===== src/sv/tcw_pkg.sv =====
// ----------------------------------------------------------------------------
// tcw_pkg
// Shared codes, command and status types for the text console writer.
// ----------------------------------------------------------------------------
package tcw_pkg;

	localparam logic [1:0] REQ_PUT   = 2'd0;
	localparam logic [1:0] REQ_CLEAR = 2'd1;
	localparam logic [1:0] REQ_READ  = 2'd2;

	localparam logic [7:0] CH_NEWLINE   = 8'h0A;
	localparam logic [7:0] CH_BACKSPACE = 8'h08;
	localparam logic [7:0] CH_BLANK     = 8'h20;
	localparam logic [7:0] CH_ERR       = 8'h45;
	localparam logic [7:0] ATTR_ERR     = 8'hF4;

	typedef struct packed {
		logic is_put;
		logic is_clear;
		logic is_read;
		logic use_pos;
		logic in_range;
		logic is_newline;
		logic is_backspace;
		logic at_home;
		logic row_over;
		logic copy_more;
		logic cnt_last;
		logic out_free;
	} status_t;

	typedef struct packed {
		logic load_req;
		logic set_work;
		logic mark_err;
		logic set_perr;
		logic cap_read;
		logic put_exec;
		logic scroll_begin;
		logic copy_rd;
		logic copy_wr;
		logic zero_wr;
		logic fill_wr;
		logic cnt_clear;
		logic home_work;
		logic emit;
	} cmd_t;

	function automatic int addr_bits(input int n);
		return (n < 2) ? 1 : $clog2(n);
	endfunction

endpackage


===== src/sv/tcw_ctrl.sv =====
// ----------------------------------------------------------------------------
// tcw_ctrl
// Sequencer for the text console writer: decodes requests and steps
// the datapath through put, scroll, fill, read and reset clearing.
// ----------------------------------------------------------------------------
module tcw_ctrl
	import tcw_pkg::*;
(
	input  logic    clk,
	input  logic    arst_n,
	input  logic    in_valid,
	output logic    in_ready,
	input  status_t status,
	output cmd_t    cmd
);

	localparam logic [3:0] S_INIT   = 4'd0;
	localparam logic [3:0] S_IDLE   = 4'd1;
	localparam logic [3:0] S_DECODE = 4'd2;
	localparam logic [3:0] S_PUT    = 4'd3;
	localparam logic [3:0] S_CHECK  = 4'd4;
	localparam logic [3:0] S_SCR_RD = 4'd5;
	localparam logic [3:0] S_SCR_WR = 4'd6;
	localparam logic [3:0] S_ZROW   = 4'd7;
	localparam logic [3:0] S_FILL   = 4'd8;
	localparam logic [3:0] S_RDWAIT = 4'd9;
	localparam logic [3:0] S_DONE   = 4'd10;

	logic [3:0] state_q;
	logic [3:0] state_d;

	assign in_ready = (state_q == S_IDLE);

	always_comb begin
		cmd     = '0;
		state_d = state_q;
		case (state_q)
			S_INIT: begin
				cmd.zero_wr = 1'b1;
				if (status.cnt_last) begin
					state_d = S_IDLE;
				end
			end
			S_IDLE: begin
				if (in_valid) begin
					cmd.load_req = 1'b1;
					state_d      = S_DECODE;
				end
			end
			S_DECODE: begin
				cmd.set_work = 1'b1;
				if (status.is_put) begin
					cmd.mark_err = status.use_pos && !status.in_range;
					state_d      = S_PUT;
				end else if (status.is_clear) begin
					cmd.cnt_clear = 1'b1;
					state_d       = S_FILL;
				end else if (status.is_read) begin
					if (status.in_range) begin
						state_d = S_RDWAIT;
					end else begin
						cmd.set_perr = 1'b1;
						state_d      = S_DONE;
					end
				end else begin
					state_d = S_DONE;
				end
			end
			S_PUT: begin
				cmd.put_exec = 1'b1;
				state_d      = S_CHECK;
			end
			S_CHECK: begin
				if (status.row_over) begin
					cmd.scroll_begin = 1'b1;
					state_d          = S_SCR_RD;
				end else begin
					state_d = S_DONE;
				end
			end
			S_SCR_RD: begin
				if (status.copy_more) begin
					cmd.copy_rd = 1'b1;
					state_d     = S_SCR_WR;
				end else begin
					state_d = S_ZROW;
				end
			end
			S_SCR_WR: begin
				cmd.copy_wr = 1'b1;
				state_d     = S_SCR_RD;
			end
			S_ZROW: begin
				cmd.zero_wr = 1'b1;
				if (status.cnt_last) begin
					state_d = S_DONE;
				end
			end
			S_FILL: begin
				cmd.fill_wr = 1'b1;
				if (status.cnt_last) begin
					cmd.home_work = 1'b1;
					state_d       = S_DONE;
				end
			end
			S_RDWAIT: begin
				cmd.cap_read = 1'b1;
				state_d      = S_DONE;
			end
			S_DONE: begin
				if (status.out_free) begin
					cmd.emit = 1'b1;
					state_d  = S_IDLE;
				end
			end
			default: begin
				state_d = S_IDLE;
			end
		endcase
	end

	always_ff @(posedge clk or negedge arst_n) begin
		if (!arst_n) begin
			state_q <= S_INIT;
		end else begin
			state_q <= state_d;
		end
	end

endmodule


===== config.mk =====
export PLATFORM = sky130hd
export DESIGN_NAME = tcw_ctrl
export DESIGN_NICKNAME = d
export VERILOG_FILES = /design/src/sv/tcw_pkg.sv /design/src/sv/tcw_ctrl.sv
export SDC_FILE = /design/constraint.sdc
export NUM_CORES = 1
export LEC_CHECK = 0
export ABC_AREA = 1
export BUFFER_PORTS_ARGS = -buffer_cell sky130_fd_sc_hd__buf_2
export CAP_MARGIN = 0
export CORE_AREA = 2 2 39 41
export CTS_BUF_LIST = sky130_fd_sc_hd__clkbuf_4 sky130_fd_sc_hd__clkbuf_8 sky130_fd_sc_hd__clkbuf_16
export CTS_CLUSTER_SIZE = 24
export DETAILED_ROUTE_END_ITERATION = 10
export DIE_AREA = 0 0 41 43
export PLACE_DENSITY = 0.7
export SLEW_MARGIN = 20
export SYNTH_ARGS = -nofsm -noshare
export SYNTH_HDL_FRONTEND = slang
export SYNTH_SLANG_ARGS = --single-unit

===== constraint.sdc =====
create_clock -name clk -period 2.2 [get_ports clk]
set_input_delay 0 -clock clk [delete_from_list [all_inputs] [get_ports clk]]
set_output_delay 0 -clock clk [all_outputs]
set_load 0.005 [all_outputs]

==> run metrics <==
Final min period 1530 ps; Die Span X 41 µm; Seq cells post-synth 4; Final Wtd Congestion 0.776; synth top area cells nand2_1, dfrtp_1, inv_1, nor2_1, nand3_1; Placed Area roughly 620 µm²; die height 43 µm; Crit path top cell by count nand2_1; synthesized net count 104; 1st-iter DRT viols 18; pwr/cell area 1130 mW/mm²; Slew @ Worst Pin 244 ps; Routed Antenna Nets 0; die area roughly 0.0018 mm²; Avg WL per Cell roughly 9 µm; FMAX 656 MHz; GRT Util Overall 0.160; H-tree depth 1; Clk Latency, worst-skew pair 230 ps; setup_tns 0 ps; worst hold path type input pin to async pin; Post-CTS Resized 0; total CTS buffers 3; DRC 0; P_leak roughly 0.46 nW; clk_skew approximately 0.18 ps; area grow syn2layout 38.7%; vias 628; wire length of the first global-routing pass 1.90 mm; sequential fraction of the synthesis area 0.212; max incr delay on CP 430 ps; pin count of the biggest net entering global routing 8; share of layout cells above drive strength 1 0.319; critical path class flop to output port; Synth top area share 0.239; Pre-Repair DR Iteration Count 4; antenna diode count 0; Cell Area, Synth 472 µm²; Largest Register state_q; Detailed Route WL 1.19 mm; max FFs per register 4; worst path arrival time 1530 ps; Root Driver clkbuf_4; Core ar. 0.00138 mm²; Worst setup SP type flop; distinct cell type count after synthesis 17; row count 14; Overflow after GRT 0; Yosys top cell by area nand2_1; initial antenna violation count 0; Nets between 100 and 150; Max-cap violations 0; worst ir drop on vdd just under 0.0006 V; Via-to-Cell Ratio 4.65; IO Pins 30; Slowest cell on crit path dfrtp_1; setup bufs post-CTS 0; Clock Tree Buf Depth 2; CTS tree yes; fin. max-slew vios 0; Largest regs state_q x4; setup violators final 0; DP Worst Slack ~900 ps; fin area 654 µm²; Ys Warns 0; port bufs 26; clk sinks 4; Mapped Avg Cell Area between 5 and 6 µm²; Fin. Hold Viols 0; CP required roughly 2200 ps; vias in the first global route 496; Final Util 0.473; CP endpoint kind output port; CP Cell Sequence inv_1 > nand2_1 > nor2_2 > nand2_1 > nor3_1 > buf_2; status completed; slew margin rel. 0.837; DPL Wire Length 1.01 mm; Gate Count Post-Synth about 90; clk slew on worst S/H paths 30 ps; Initial Utilization 0.341; Crit Path Max Fanout 6; fin crit share 0.693; RSZ-0062 raised after global routing no; Setup WS post-layout 675 ps
## final timing paths
path | from | endpoint | slack [ps] | cells after the start
worst max-delay path | state_q[3] | cmd[10] | 670 | 6
worst max register to register | state_q[3] | state_q[1] | 860 | 7
max in group asynchronous | arst_n | state_q[2] | 1980 | 2
worst min-delay path | arst_n | state_q[0] | 100 | 2
min in group clk | status[11] | state_q[1] | 160 | 5
worst min register to register | state_q[0] | state_q[0] | 580 | 2
## Yosys cell counts
cell / instances
nand2_1: 30
inv_1: 16
nor2_1: 12
nand3_1: 6
dfrtp_1: 4
nand2_2: 4
nor3_1: 3
a21oi_1: 2
inv_2: 2
nor2_2: 2
o21ai_0: 2
and3_1: 1
nand3_2: 1
nand4_1: 1
nor3b_1: 1
nor4_1: 1
o211ai_1: 1
## stage by stage
| step | std cells | power, W | hold slack, ps |
|---|---|---|---|
| CTS | 135 | 0.000744 | 86.7 |
| detailed placement | 131 | 0.000648 | -195 |
| floorplan | 89 | 0.000504 | -296 |
| global route | 135 | 0.000831 | 106 |
| global placement | 131 | 0.000641 | -197 |
| finish | 135 | 0.000738 | 104 |
## what timing repair did
action | CTS | global route
endpoints found under the hold margin | 4 | 0
endpoints found under the setup margin | 0 | 0
hold buffers | 1 | 0
## cell type report
cell class	instances	area [µm²]
fill	152	729
multi-input combinational	67	304
timing repair buffer	27	140
sequential	4	100
inverter	18	67.6
clock buffer	3	22.5
tap	16	20.0
## critical path: cells and delay by family (launching register included)
kind | cells | cell delay (ps)
and+or+nand+nor | 4 | 560
DFF | 1 | 430
buffers and inverters | 2 | 290
## cells by family after synthesis
group	after synthesis	share of synthesized area
compound gates	5	0.0584
buf+inv	18	0.143
flops	4	0.212
simple gates	62	0.586
## report_power, final
group | internal (W) | switching, W | leakage, nW
clock network | 0.0000608 | 0.0000273 | 0.0138
logic | 0.000181 | 0.000306 | 0.392
registers | 0.000110 | 0.0000535 | 0.0506
## metal layers
metal | track usage | wire length [µm] | vias up
met4 | 0.0800 | 18 | 0
li1 | - | - | 332
met1 | 0.207 | 528 | 278
met5 | 0 | 0 | -
met3 | 0.0314 | 68 | 2
met2 | 0.241 | 578 | 16
## cell usage in the layout, fill, tap and decap left out, types with 2 or more instances in the layout
master and n:
nand3_1 6, o21ai_0 2, clkbuf_4 3, nand2_1 30
a21oi_1 2, inv_2 2, nor3_1 3, nor2_2 2
nand2_2 4, dfrtp_1 4, buf_2 26, inv_1 16
nor2_1 12
(Power assumes the default switching activity.)
